--- src/hw/rtl/rfg_pkg.sv ---
`timescale 1ns / 1ps
// ----------------------------------------------------------------------------
// rfg_pkg
// Shared types and constants of the RTP reorder buffer and FEC group former.
// ----------------------------------------------------------------------------
package rfg_pkg;

  localparam int PENDING_SLOTS = 32;
  localparam int EXT_SEQ_BITS  = 32;
  localparam int SLOT_W        = (PENDING_SLOTS > 1) ? $clog2(PENDING_SLOTS) : 1;
  localparam int SLOT_CNT_W    = $clog2(PENDING_SLOTS + 1);

  localparam logic [15:0] LEN_LIMIT   = 16'd32767;
  localparam logic [6:0]  MAX_RESULTS = 7'd64;
  localparam logic [6:0]  RED_MAX     = 7'd127;  // largest 7-bit count

  localparam logic [1:0] KIND_PLACED  = 2'd0;
  localparam logic [1:0] KIND_CLOSED  = 2'd1;
  localparam logic [1:0] KIND_DROPPED = 2'd2;

  localparam logic [1:0] DROP_OVERSIZE = 2'd0;
  localparam logic [1:0] DROP_STREAM   = 2'd1;
  localparam logic [1:0] DROP_LATE     = 2'd2;
  localparam logic [1:0] DROP_DUP      = 2'd3;

  localparam logic [1:0] CFG_GROUP_BLOCKS = 2'd0;
  localparam logic [1:0] CFG_GROUP_RED    = 2'd1;
  localparam logic [1:0] CFG_REORDER      = 2'd2;

  typedef struct packed {
    logic [EXT_SEQ_BITS-1:0] seq;
    logic [15:0]             tag;
    logic [14:0]             len;
  } slot_entry_t;

  typedef struct packed {
    logic                    wr_en;
    logic [SLOT_W-1:0]       wr_idx;
    slot_entry_t             wr_data;
    logic                    clr_en;
    logic [SLOT_W-1:0]       clr_idx;
    logic                    scan_start;
    logic [EXT_SEQ_BITS-1:0] scan_tgt;
  } slot_cmd_t;

  typedef struct packed {
    logic                    done;
    logic                    found;
    logic [SLOT_W-1:0]       found_idx;
    slot_entry_t             found_entry;
    logic [EXT_SEQ_BITS-1:0] min_seq;
    logic [EXT_SEQ_BITS-1:0] max_seq;
    logic                    any_valid;
    logic                    all_valid;
    logic [SLOT_W-1:0]       free_idx;
  } slot_stat_t;

  typedef struct packed {
    logic [1:0]  kind;
    logic [1:0]  drop_reason;
    logic [15:0] seq;
    logic [15:0] tag;
    logic [14:0] len;
    logic [6:0]  pos;
    logic [6:0]  size;
    logic [6:0]  red;
    logic [14:0] blk_len;
    logic [15:0] base_seq;
    logic        last;
  } res_t;

  typedef enum logic [4:0] {
    S_IDLE, S_PKT, S_LATE, S_DUP, S_DROP, S_INS, S_EXP, S_AFTER_FULL,
    S_CLOSE, S_DIV, S_CLOSE_EMIT, S_EXT_DONE, S_DRAIN, S_FOUND, S_CHKFULL,
    S_FULL_EMIT, S_MAX_DONE, S_WIN, S_SCAN, S_FINISH
  } state_t;

  typedef enum logic [1:0] {
    MODE_FLUSH, MODE_TFULL, MODE_WIN
  } mode_t;

endpackage

--- src/hw/rtl/rfg_slots.sv ---
`timescale 1ns / 1ps
// ----------------------------------------------------------------------------
// rfg_slots
// Pending packet store: slot memory, valid bits and a scan engine that walks
// every slot once, reporting a sequence match and the smallest and largest
// pending sequence.
// ----------------------------------------------------------------------------
module rfg_slots import rfg_pkg::*; (
  input  logic       clk,
  input  logic       rst,
  input  slot_cmd_t  cmd,
  output slot_stat_t stat
);

  slot_entry_t mem [PENDING_SLOTS];
  slot_entry_t rdata;

  logic [PENDING_SLOTS-1:0] slot_valid;
  logic                     active;
  logic [SLOT_CNT_W-1:0]    icnt;
  logic                     issue;
  logic                     rd_v;
  logic [SLOT_W-1:0]        rd_idx;
  logic                     have;
  logic                     done;
  logic                     found;
  logic [SLOT_W-1:0]        found_idx;
  slot_entry_t              found_entry;
  logic [EXT_SEQ_BITS-1:0]  min_seq;
  logic [EXT_SEQ_BITS-1:0]  max_seq;
  logic [EXT_SEQ_BITS-1:0]  tgt;
  logic [SLOT_W-1:0]        free_idx;

  assign issue = active && (icnt < SLOT_CNT_W'(PENDING_SLOTS));

  always_ff @(posedge clk) begin
    if (cmd.wr_en) begin
      mem[cmd.wr_idx] <= cmd.wr_data;
    end
    if (issue) begin
      rdata <= mem[icnt[SLOT_W-1:0]];
    end
  end

  always_ff @(posedge clk) begin
    if (rst) begin
      slot_valid <= '0;
    end else begin
      if (cmd.clr_en) begin
        slot_valid[cmd.clr_idx] <= 1'b0;
      end
      if (cmd.wr_en) begin
        slot_valid[cmd.wr_idx] <= 1'b1;
      end
    end
  end

  always_ff @(posedge clk) begin
    if (rst) begin
      active <= 1'b0;
      rd_v   <= 1'b0;
      done   <= 1'b0;
      icnt   <= '0;
    end else begin
      done <= 1'b0;
      if (cmd.scan_start) begin
        active <= 1'b1;
        icnt   <= '0;
        rd_v   <= 1'b0;
        have   <= 1'b0;
        found  <= 1'b0;
        tgt    <= cmd.scan_tgt;
      end else begin
        rd_v <= issue;
        if (issue) begin
          rd_idx <= icnt[SLOT_W-1:0];
          icnt   <= icnt + 1'b1;
        end
        if (rd_v) begin
          if (slot_valid[rd_idx]) begin
            have <= 1'b1;
            if (!have || rdata.seq < min_seq) min_seq <= rdata.seq;
            if (!have || rdata.seq > max_seq) max_seq <= rdata.seq;
            if (rdata.seq == tgt) begin
              found       <= 1'b1;
              found_idx   <= rd_idx;
              found_entry <= rdata;
            end
          end
          if (rd_idx == SLOT_W'(PENDING_SLOTS - 1)) begin
            active <= 1'b0;
            done   <= 1'b1;
          end
        end
      end
    end
  end

  always_comb begin
    free_idx = '0;
    for (int i = PENDING_SLOTS - 1; i >= 0; i--) begin
      if (!slot_valid[i]) free_idx = SLOT_W'(i);
    end
  end

  assign stat.done        = done;
  assign stat.found       = found;
  assign stat.found_idx   = found_idx;
  assign stat.found_entry = found_entry;
  assign stat.min_seq     = min_seq;
  assign stat.max_seq     = max_seq;
  assign stat.any_valid   = |slot_valid;
  assign stat.all_valid   = &slot_valid;
  assign stat.free_idx    = free_idx;

endmodule

--- src/hw/rtl/rtp_reorder_fec_grouper_top.sv ---
`timescale 1ns / 1ps
// ----------------------------------------------------------------------------
// rtp_reorder_fec_grouper_top
// RTP reorder buffer releasing packets in sequence order into FEC groups.
// ----------------------------------------------------------------------------
//  channel  direction  handshake              payload
//  in       input      in_valid / in_stall    action stream_id rtp_seq packet_len buffer_tag
//  out      output     out_valid / out_stall  kind .. base_seq, last
//  cfg      input      cfg_valid / cfg_ready  cfg_index cfg_data
//
// One item at a time. Every lookup walks the slot memory at one entry per
// cycle. A duplicate check, each drained packet and each closed group take a
// scan pass of their own. An early group closure also runs a serial divider
// to scale the redundancy count. Reset is synchronous. A stalled output holds
// the block only once two results are queued.
module rtp_reorder_fec_grouper_top import rfg_pkg::*; (
  input  logic        clk,
  input  logic        rst,
  input  logic        in_valid,
  output logic        in_stall,
  input  logic        action,
  input  logic [31:0] stream_id,
  input  logic [15:0] rtp_seq,
  input  logic [15:0] packet_len,
  input  logic [15:0] buffer_tag,
  output logic        out_valid,
  input  logic        out_stall,
  output logic [1:0]  kind,
  output logic [1:0]  drop_reason,
  output logic [15:0] out_seq,
  output logic [15:0] out_tag,
  output logic [14:0] out_len,
  output logic [6:0]  group_position,
  output logic [6:0]  group_size,
  output logic [6:0]  red_count,
  output logic [14:0] blk_len,
  output logic [15:0] base_seq,
  output logic        last,
  input  logic        cfg_valid,
  output logic        cfg_ready,
  input  logic [1:0]  cfg_index,
  input  logic [6:0]  cfg_data
);

  localparam int N = EXT_SEQ_BITS;

  slot_cmd_t  cmd;
  slot_stat_t st;

  rfg_slots u_slots (
    .clk  (clk),
    .rst  (rst),
    .cmd  (cmd),
    .stat (st)
  );

  logic [6:0] gb, grb;
  logic [4:0] mrd;

  state_t state, state_next, scan_ret, scan_ret_next;
  mode_t  mode, mode_next;

  logic [31:0] p_sid;
  logic [15:0] p_seq, p_len, p_tag;

  logic [N-1:0] ext, ext_next;
  logic [1:0]   rsn, rsn_next;
  logic         ev, ev_next, lv, lv_next, mv, mv_next;
  logic [N-1:0] eseq, eseq_next, lseq, lseq_next, mseq, mseq_next;
  logic         known, known_next;
  logic [31:0]  sval, sval_next;
  logic [N-1:0] uw, uw_next;
  logic [6:0]   fill, fill_next;
  logic [14:0]  maxl, maxl_next;
  logic [15:0]  first, first_next;
  logic [13:0]  dv, dv_next;
  logic [6:0]   rem, rem_next;
  logic [3:0]   dcnt, dcnt_next;

  res_t       out_r, hold, hold_fin, e_res;
  logic       out_v, hold_v, e_req, fin_req, e_go, out_free, cap, in_acc;
  logic [6:0] res_cnt;

  logic [15:0]  udelta;
  logic [N-1:0] uext;
  logic [N-1:0] wdiff;
  logic [7:0]   r2;
  logic [6:0]   red_sat;
  state_t       drain_ret;

  assign in_stall  = (state != S_IDLE);
  assign in_acc    = in_valid && !in_stall;
  assign cfg_ready = 1'b1;
  assign out_free  = !out_v || !out_stall;
  assign cap       = (res_cnt >= MAX_RESULTS);
  assign e_go      = cap || !hold_v || out_free;

  assign udelta = p_seq - uw[15:0];
  assign uext  = uw + {{(N-16){udelta[15]}}, udelta};
  assign wdiff = lseq - eseq;
  assign r2    = {rem, dv[13]};

  always_comb begin
    if (dv > 14'(RED_MAX))  red_sat = RED_MAX;
    else if (dv == 14'd0)   red_sat = 7'd1;
    else                    red_sat = dv[6:0];
  end

  always_comb begin
    case (mode)
      MODE_FLUSH: drain_ret = S_CLOSE;
      MODE_TFULL: drain_ret = S_AFTER_FULL;
      default:    drain_ret = S_WIN;
    endcase
  end

  always_ff @(posedge clk) begin
    if (rst) begin
      gb  <= 7'd8;
      grb <= 7'd2;
      mrd <= 5'd16;
    end else if (cfg_valid && cfg_ready) begin
      case (cfg_index)
        CFG_GROUP_BLOCKS: if (cfg_data != 7'd0) gb <= cfg_data;
        CFG_GROUP_RED:    if (cfg_data != 7'd0) grb <= cfg_data;
        CFG_REORDER:      if (cfg_data[4:0] != 5'd0) mrd <= cfg_data[4:0];
        default: ;
      endcase
    end
  end

  always_ff @(posedge clk) begin
    if (in_acc) begin
      p_sid <= stream_id;
      p_seq <= rtp_seq;
      p_len <= packet_len;
      p_tag <= buffer_tag;
    end
  end

  always_comb begin
    state_next    = state;
    scan_ret_next = scan_ret;
    mode_next     = mode;
    ext_next      = ext;
    rsn_next      = rsn;
    ev_next       = ev;
    lv_next       = lv;
    mv_next       = mv;
    eseq_next     = eseq;
    lseq_next     = lseq;
    mseq_next     = mseq;
    known_next    = known;
    sval_next     = sval;
    uw_next       = uw;
    fill_next     = fill;
    maxl_next     = maxl;
    first_next    = first;
    dv_next       = dv;
    rem_next      = rem;
    dcnt_next     = dcnt;
    cmd           = '0;
    e_req         = 1'b0;
    e_res         = '0;
    fin_req       = 1'b0;

    case (state)
      S_IDLE: begin
        if (in_acc) begin
          if (action) begin
            mode_next  = MODE_FLUSH;
            state_next = S_CLOSE;
          end else begin
            state_next = S_PKT;
          end
        end
      end
      S_PKT: begin
        if (p_len > LEN_LIMIT) begin
          rsn_next   = DROP_OVERSIZE;
          state_next = S_DROP;
        end else if (known && sval != p_sid) begin
          rsn_next   = DROP_STREAM;
          state_next = S_DROP;
        end else begin
          if (!known) begin
            known_next = 1'b1;
            sval_next  = p_sid;
            uw_next    = N'(p_seq);
            ext_next   = N'(p_seq);
          end else begin
            uw_next  = uext;
            ext_next = uext;
          end
          state_next = S_LATE;
        end
      end
      S_LATE: begin
        if (mv && ext < mseq) begin
          rsn_next   = DROP_LATE;
          state_next = S_DROP;
        end else begin
          cmd.scan_start = 1'b1;
          cmd.scan_tgt   = ext;
          scan_ret_next  = S_DUP;
          state_next     = S_SCAN;
        end
      end
      S_DUP: begin
        if (st.found) begin
          rsn_next   = DROP_DUP;
          state_next = S_DROP;
        end else if (st.all_valid) begin
          mode_next  = MODE_TFULL;
          state_next = S_CLOSE;
        end else begin
          state_next = S_INS;
        end
      end
      S_AFTER_FULL: begin
        if (st.all_valid || (mv && ext < mseq)) begin
          rsn_next   = DROP_LATE;
          state_next = S_DROP;
        end else begin
          state_next = S_INS;
        end
      end
      S_INS: begin
        cmd.wr_en       = 1'b1;
        cmd.wr_idx      = st.free_idx;
        cmd.wr_data.seq = ext;
        cmd.wr_data.tag = p_tag;
        cmd.wr_data.len = p_len[14:0];
        if (!lv || lseq < ext) begin
          lseq_next = ext;
          lv_next   = 1'b1;
        end
        mode_next = MODE_WIN;
        if (ev) begin
          state_next = S_DRAIN;
        end else begin
          cmd.scan_start = 1'b1;
          scan_ret_next  = S_EXP;
          state_next     = S_SCAN;
        end
      end
      S_EXP: begin
        eseq_next  = st.min_seq;
        ev_next    = 1'b1;
        state_next = S_DRAIN;
      end
      S_DRAIN: begin
        if (!ev) begin
          state_next = drain_ret;
        end else begin
          cmd.scan_start = 1'b1;
          cmd.scan_tgt   = eseq;
          scan_ret_next  = S_FOUND;
          state_next     = S_SCAN;
        end
      end
      S_FOUND: begin
        if (!st.found) begin
          state_next = drain_ret;
        end else begin
          e_req     = 1'b1;
          e_res.kind = KIND_PLACED;
          e_res.seq = st.found_entry.seq[15:0];
          e_res.tag = st.found_entry.tag;
          e_res.len = st.found_entry.len;
          e_res.pos = fill;
          if (e_go) begin
            cmd.clr_en  = 1'b1;
            cmd.clr_idx = st.found_idx;
            eseq_next   = eseq + 1'b1;
            mseq_next   = eseq + 1'b1;
            mv_next     = 1'b1;
            if (fill == 7'd0) first_next = st.found_entry.seq[15:0];
            fill_next   = fill + 1'b1;
            if (st.found_entry.len > maxl) maxl_next = st.found_entry.len;
            state_next  = S_CHKFULL;
          end
        end
      end
      S_CHKFULL: begin
        if (fill >= gb) begin
          if (maxl != 15'd0) begin
            state_next = S_FULL_EMIT;
          end else begin
            fill_next      = '0;
            maxl_next      = '0;
            cmd.scan_start = 1'b1;
            scan_ret_next  = S_MAX_DONE;
            state_next     = S_SCAN;
          end
        end else begin
          state_next = S_DRAIN;
        end
      end
      S_FULL_EMIT: begin
        e_req            = 1'b1;
        e_res.kind       = KIND_CLOSED;
        e_res.size       = fill;
        e_res.red        = grb;
        e_res.blk_len    = maxl;
        e_res.base_seq   = first;
        if (e_go) begin
          fill_next      = '0;
          maxl_next      = '0;
          cmd.scan_start = 1'b1;
          scan_ret_next  = S_MAX_DONE;
          state_next     = S_SCAN;
        end
      end
      S_MAX_DONE: begin
        lv_next    = st.any_valid;
        if (st.any_valid) lseq_next = st.max_seq;
        state_next = S_DRAIN;
      end
      S_WIN: begin
        if (st.any_valid && ev && lv && lseq >= eseq && wdiff >= N'(mrd)) begin
          mode_next  = MODE_WIN;
          state_next = S_CLOSE;
        end else begin
          state_next = S_FINISH;
        end
      end
      S_CLOSE: begin
        if (fill == 7'd0 || maxl == 15'd0) begin
          // empty group: discard without a closure
          fill_next      = '0;
          maxl_next      = '0;
          cmd.scan_start = 1'b1;
          scan_ret_next  = S_EXT_DONE;
          state_next     = S_SCAN;
        end else begin
          dv_next    = 14'(grb) * 14'(fill);
          rem_next   = '0;
          dcnt_next  = '0;
          state_next = S_DIV;
        end
      end
      S_DIV: begin
        if (r2 >= {1'b0, gb}) begin
          rem_next = 7'(r2 - {1'b0, gb});
          dv_next  = {dv[12:0], 1'b1};
        end else begin
          rem_next = r2[6:0];
          dv_next  = {dv[12:0], 1'b0};
        end
        dcnt_next = dcnt + 1'b1;
        if (dcnt == 4'd13) state_next = S_CLOSE_EMIT;
      end
      S_CLOSE_EMIT: begin
        e_req            = 1'b1;
        e_res.kind       = KIND_CLOSED;
        e_res.size       = fill;
        e_res.red        = red_sat;
        e_res.blk_len    = maxl;
        e_res.base_seq   = first;
        if (e_go) begin
          fill_next      = '0;
          maxl_next      = '0;
          cmd.scan_start = 1'b1;
          scan_ret_next  = S_EXT_DONE;
          state_next     = S_SCAN;
        end
      end
      S_EXT_DONE: begin
        if (!st.any_valid) begin
          state_next = (mode == MODE_FLUSH) ? S_FINISH : drain_ret;
        end else begin
          eseq_next = st.min_seq;
          ev_next   = 1'b1;
          if (mode != MODE_FLUSH) begin
            lseq_next = st.max_seq;
            lv_next   = 1'b1;
          end
          state_next = S_DRAIN;
        end
      end
      S_SCAN: begin
        if (st.done) state_next = scan_ret;
      end
      S_DROP: begin
        e_req             = 1'b1;
        e_res.kind        = KIND_DROPPED;
        e_res.drop_reason = rsn;
        e_res.seq         = p_seq;
        e_res.tag         = p_tag;
        if (e_go) state_next = S_FINISH;
      end
      S_FINISH: begin
        fin_req = 1'b1;
        if (!hold_v || out_free) state_next = S_IDLE;
      end
      default: state_next = S_IDLE;
    endcase
  end

  always_ff @(posedge clk) begin
    if (rst) begin
      state <= S_IDLE;
      known <= 1'b0;
      sval  <= '0;
      uw    <= '0;
      ev    <= 1'b0;
      lv    <= 1'b0;
      mv    <= 1'b0;
      eseq  <= '0;
      lseq  <= '0;
      mseq  <= '0;
      fill  <= '0;
      maxl  <= '0;
      first <= '0;
    end else begin
      state <= state_next;
      known <= known_next;
      sval  <= sval_next;
      uw    <= uw_next;
      ev    <= ev_next;
      lv    <= lv_next;
      mv    <= mv_next;
      eseq  <= eseq_next;
      lseq  <= lseq_next;
      mseq  <= mseq_next;
      fill  <= fill_next;
      maxl  <= maxl_next;
      first <= first_next;
    end
    scan_ret <= scan_ret_next;
    mode     <= mode_next;
    ext      <= ext_next;
    rsn      <= rsn_next;
    dv       <= dv_next;
    rem      <= rem_next;
    dcnt     <= dcnt_next;
  end

  always_comb begin
    hold_fin      = hold;
    hold_fin.last = 1'b1;
  end

  // hold back one result so the final one of an item can carry last
  always_ff @(posedge clk) begin
    if (rst) begin
      out_v   <= 1'b0;
      hold_v  <= 1'b0;
      res_cnt <= '0;
    end else begin
      if (e_req && e_go && !cap && hold_v) begin
        out_r <= hold;
        out_v <= 1'b1;
      end else if (fin_req && hold_v && out_free) begin
        out_r <= hold_fin;
        out_v <= 1'b1;
      end else if (out_v && !out_stall) begin
        out_v <= 1'b0;
      end
      if (e_req && e_go && !cap) begin
        hold   <= e_res;
        hold_v <= 1'b1;
      end else if (fin_req && hold_v && out_free) begin
        hold_v <= 1'b0;
      end
      if (in_acc) begin
        res_cnt <= '0;
      end else if (e_req && e_go && !cap) begin
        res_cnt <= res_cnt + 1'b1;
      end
    end
  end

  assign out_valid      = out_v;
  assign kind           = out_r.kind;
  assign drop_reason    = out_r.drop_reason;
  assign out_seq        = out_r.seq;
  assign out_tag        = out_r.tag;
  assign out_len        = out_r.len;
  assign group_position = out_r.pos;
  assign group_size     = out_r.size;
  assign red_count      = out_r.red;
  assign blk_len        = out_r.blk_len;
  assign base_seq       = out_r.base_seq;
  assign last           = out_r.last;

endmodule

--- config.mk ---
export PLATFORM = sky130hd
export DESIGN_NAME = rtp_reorder_fec_grouper_top
export DESIGN_NICKNAME = d
export VERILOG_FILES = /design/src/hw/rtl/rfg_pkg.sv /design/src/hw/rtl/rfg_slots.sv /design/src/hw/rtl/rtp_reorder_fec_grouper_top.sv
export SDC_FILE = /design/constraint.sdc
export NUM_CORES = 2
export LEC_CHECK = 0
export ABC_CLOCK_PERIOD_IN_PS = 11800
export BUFFER_PORTS_ARGS = -buffer_cell sky130_fd_sc_hd__buf_4
export CORE_ASPECT_RATIO = 0.8
export CORE_MARGIN = 3
export CORE_UTILIZATION = 50
export DETAILED_ROUTE_END_ITERATION = 8
export PLACE_DENSITY = 0.78
export SYNTH_ARGS = -nofsm -noshare
export SYNTH_HDL_FRONTEND = slang
export SYNTH_SLANG_ARGS = --single-unit
--- constraint.sdc ---
create_clock -name clk -period 11.8 [get_ports clk]
set_input_delay 1.18 -clock clk [delete_from_list [all_inputs] [get_ports clk]]
set_output_delay 1.18 -clock clk [all_outputs]
set_load 0.01 [all_outputs]
==> key figures <==
Timing
  • Final setup vio count: 0
  • Slew @ Worst Pin: roughly 1400 ps
  • Setup Skew: ~83 ps
  • Fmax: approximately 0.15 GHz
  • Rel. slew slack: roughly 3.5%
  • Final hold violation count: 0
  • Setup TNS Final: 0 ps
  • Crit path time final: roughly 6600 ps
  • Tcrit/Tclk final: 55.5%
  • Unrepaired setup endpoints after global routing: false
  • Max Slew Vio Count: 0

Place
  • Dpl cell area: 124000 um^2
  • Port buffer count: 200
  • Global placement routability congestion: 0.896
  • Final HPWL DP: roughly 180 mm

Route
  • Detail Route Antenna Nets: 0
  • Initial DRC count: a little under 10000
  • DRC: 0
  • Vias per inst: between 6 and 7
  • Vias: 67500
  • TritonRoute pass-1 iters: 7
  • Routed Wire Length: between 300 and 400 mm
  • WL/cell: between 30 and 40 um

Synth
  • Count leader, synth: edfxtp_1
  • EDFF count, synth: 2587
  • Synth top area share: 65.4%
  • Sequential area share after synthesis: between 70 and 80%
  • Mapped Cells: ~7000
  • #FFs+latches synth: 2863
  • Post-synth top cells: 2587 x edfxtp_1, 640 x mux4_2, 453 x nor2_1
  • Synth cell types: roughly 90
  • Largest area contributor in the netlist: edfxtp_1
  • Async S/R FF share, synth: 0%
  • Cell Area, Synth: roughly 120000 um^2
  • Area contributors post-synth: edfxtp_1 65%, mux4_2 12%, dfxtp_1 4.7%
  • Syn nets: between 7000 and 8000
  • Ys flop type: edfxtp_1
  • Syn Area/Cell: about 17 um^2
  • Synth warn: 0

Floorplan
  • IO Count: roughly 200
  • Height of the chip: 442 um
  • Horiz. Die Dim: about 550 um
  • Row count: between 150 and 200
  • Starting Density: 50.4%
  • Core area: between 200000 and 250000 um^2
  • Die ar.: roughly 240000 um^2

Finish
  • Core Util, Final: a little under three fifths
  • Cell area after layout: ~130000 um^2
  • Fraction of layout cells with a size suffix above 1: between 20% and 30%
  • Fillers: ~17000
  • Area grow syn2layout: 12.1%
  • Net count reported at finish: between 7000 and 8000

Power and ir drop
  • Pwr dens: ~180 nW/um^2
  • VDD IR max: roughly 120 uV
  • Leakage: 39.1 nW

Clock network
  • PostCTS Resize Cnt: 0
  • Clock Path Buffers: 4
  • H-tree depth: 5
  • Root Buffer: clkbuf_16
  • Clock slew at reported path FFs: approximately 70 ps
  • Clk sinks: approximately 2900
  • Post-CTS Hold Buffers: 0
  • Total CTS buffers: between 200 and 300
  • Postcts setup bufs: 0
  • Clock Latency Late Sink: between 800 and 900 ps
  • CTS tree: built

GRT
  • Overall routing resource usage: around a quarter
  • Largest net degree at the start of global routing: approximately 150
  • Grt ovf: 0
  • Number of global-route vias before repair: around 67000
  • Antenna violations before repair: 14
  • First-pass GRT wire length: between 400 and 500 mm

Critical path
  • Worst setup SP type: flop
  • Slowest CP cell: fa_1
  • Worst-path fanout max: 6
  • Most used cell, CP: a21oi_1
  • Crit Path Class: flop to flop
  • WP data required: 12340 ps
  • WP data arrival: 7100 ps
  • CP max stage delay: between 400 and 500 ps
  • CP Capture Type: flop

Job
  • Max-cap viol count: 0

Outcome
  • Outcome: finished clean

Hold path
  • Hold Crit Class: flop to flop
[final cells by class]
type	instances	area (um^2)	area share [%]
Antenna cell	2	5.00	0.00376
Clock buffer	339	7350	5.52
Tap cell	3139	3930	2.95
Inverter	284	1070	0.801
Sequential cell	2863	83200	62.5
Clock inverter	143	1390	1.05
Timing Repair Buffer	325	2520	1.89
Multi-Input combinational cell	3403	33600	25.2
[worst paths after layout]
kind	cells after the start	from	slack [ps]	endpoint
hold reg to reg	0	u_slots.rdata[23]	410	u_slots.stat[94]
setup reg to reg	27	p_seq[0]	5250	ext[31]
setup / recovery	27	p_seq[0]	5250	ext[31]
hold / removal	0	u_slots.rdata[23]	410	u_slots.stat[94]
[through the flow]
stage | hold slack (ps) | setup WS, ps | instances | total power, W
2_1_floorplan | 400 | 5070 | 6879 | 0.0142
3_3_place_gp | 401 | 5260 | 10000 | 0.0152
3_5_place_dp | 405 | 5280 | 10000 | 0.0152
4_1_cts | 410 | 5230 | 10500 | 0.0239
5_1_grt | 421 | 4540 | 10500 | 0.0246
6_report | 407 | 5250 | 10500 | 0.0238
[flip-flops by register name (all words and copies together) (netlist names), 16 cells and up]
register and count:
base_seq 16, eseq 32, ext 32, first 16, hold 103, lseq 32, mseq 32, out_seq 16
out_tag 16, p_len 16, p_seq 16, p_sid 32, p_tag 16, sval 32, u_slots.max_seq 32, u_slots.mem 2016
u_slots.min_seq 32, u_slots.rdata 63, u_slots.slot_valid 32, u_slots.stat 47, u_slots.tgt 32, uw 32
[cell usage in the layout, fill, tap and decap left out, drive strengths merged, types with 78 or more instances in the layout]
cell type	n
a211oi	78
nand2	269
clkbuf	340
xnor2	112
clkinv	100
and3	83
buf	324
inv	295
nor2	455
ha	276
nand3	80
a21oi	262
dfxtp	276
and2	85
mux2	82
mux4	640
o21ai	155
edfxtp	2587
[power breakdown]
part | leakage [nW] | internal (W) | switching (W)
clock | 4.25 | 0.00492 | 0.00386
sequential | 22.2 | 0.0114 | 0.000294
combinational | 12.7 | 0.00133 | 0.00204
[kinds of logic (layout without fill, tap and decap cells)]
| group | after synthesis | after routing | share of synthesized area (%) |
|---|---|---|---|
| muxes | 762 | 762 | 13.3 |
| DFF | 2863 | 2863 | 70.1 |
| xor gates and xnor gates | 180 | 180 | 1.33 |
| other | 1 | 3 | 0.00316 |
| buffers and inverters | 613 | 1091 | 1.97 |
| and+or+nand+nor | 1296 | 1296 | 5.30 |
| AOI/OAI and AO/OA | 860 | 860 | 4.68 |
| adders and majority gates | 304 | 304 | 3.38 |
[critical path: cells and delay by family (launching register included)]
kind | cells | cell delay (ps)
fa+ha+maj | 3 | 1080
buf+inv | 2 | 180
simple gates | 3 | 600
xor+xnor | 4 | 640
flops | 1 | 390
compound gates | 15 | 3410
[routing by layer]
layer / share of wire (%) / GRT usage, % / vias up
met2: 47 / 40.6 / 4599
met4: 3.6 / 8.47 / 8
li1: - / - / 27700
met1: 38 / 35.7 / 34500
met5: 0.013 / 0 / -
met3: 11 / 5.83 / 721
Power figures use the tool's default switching activity.
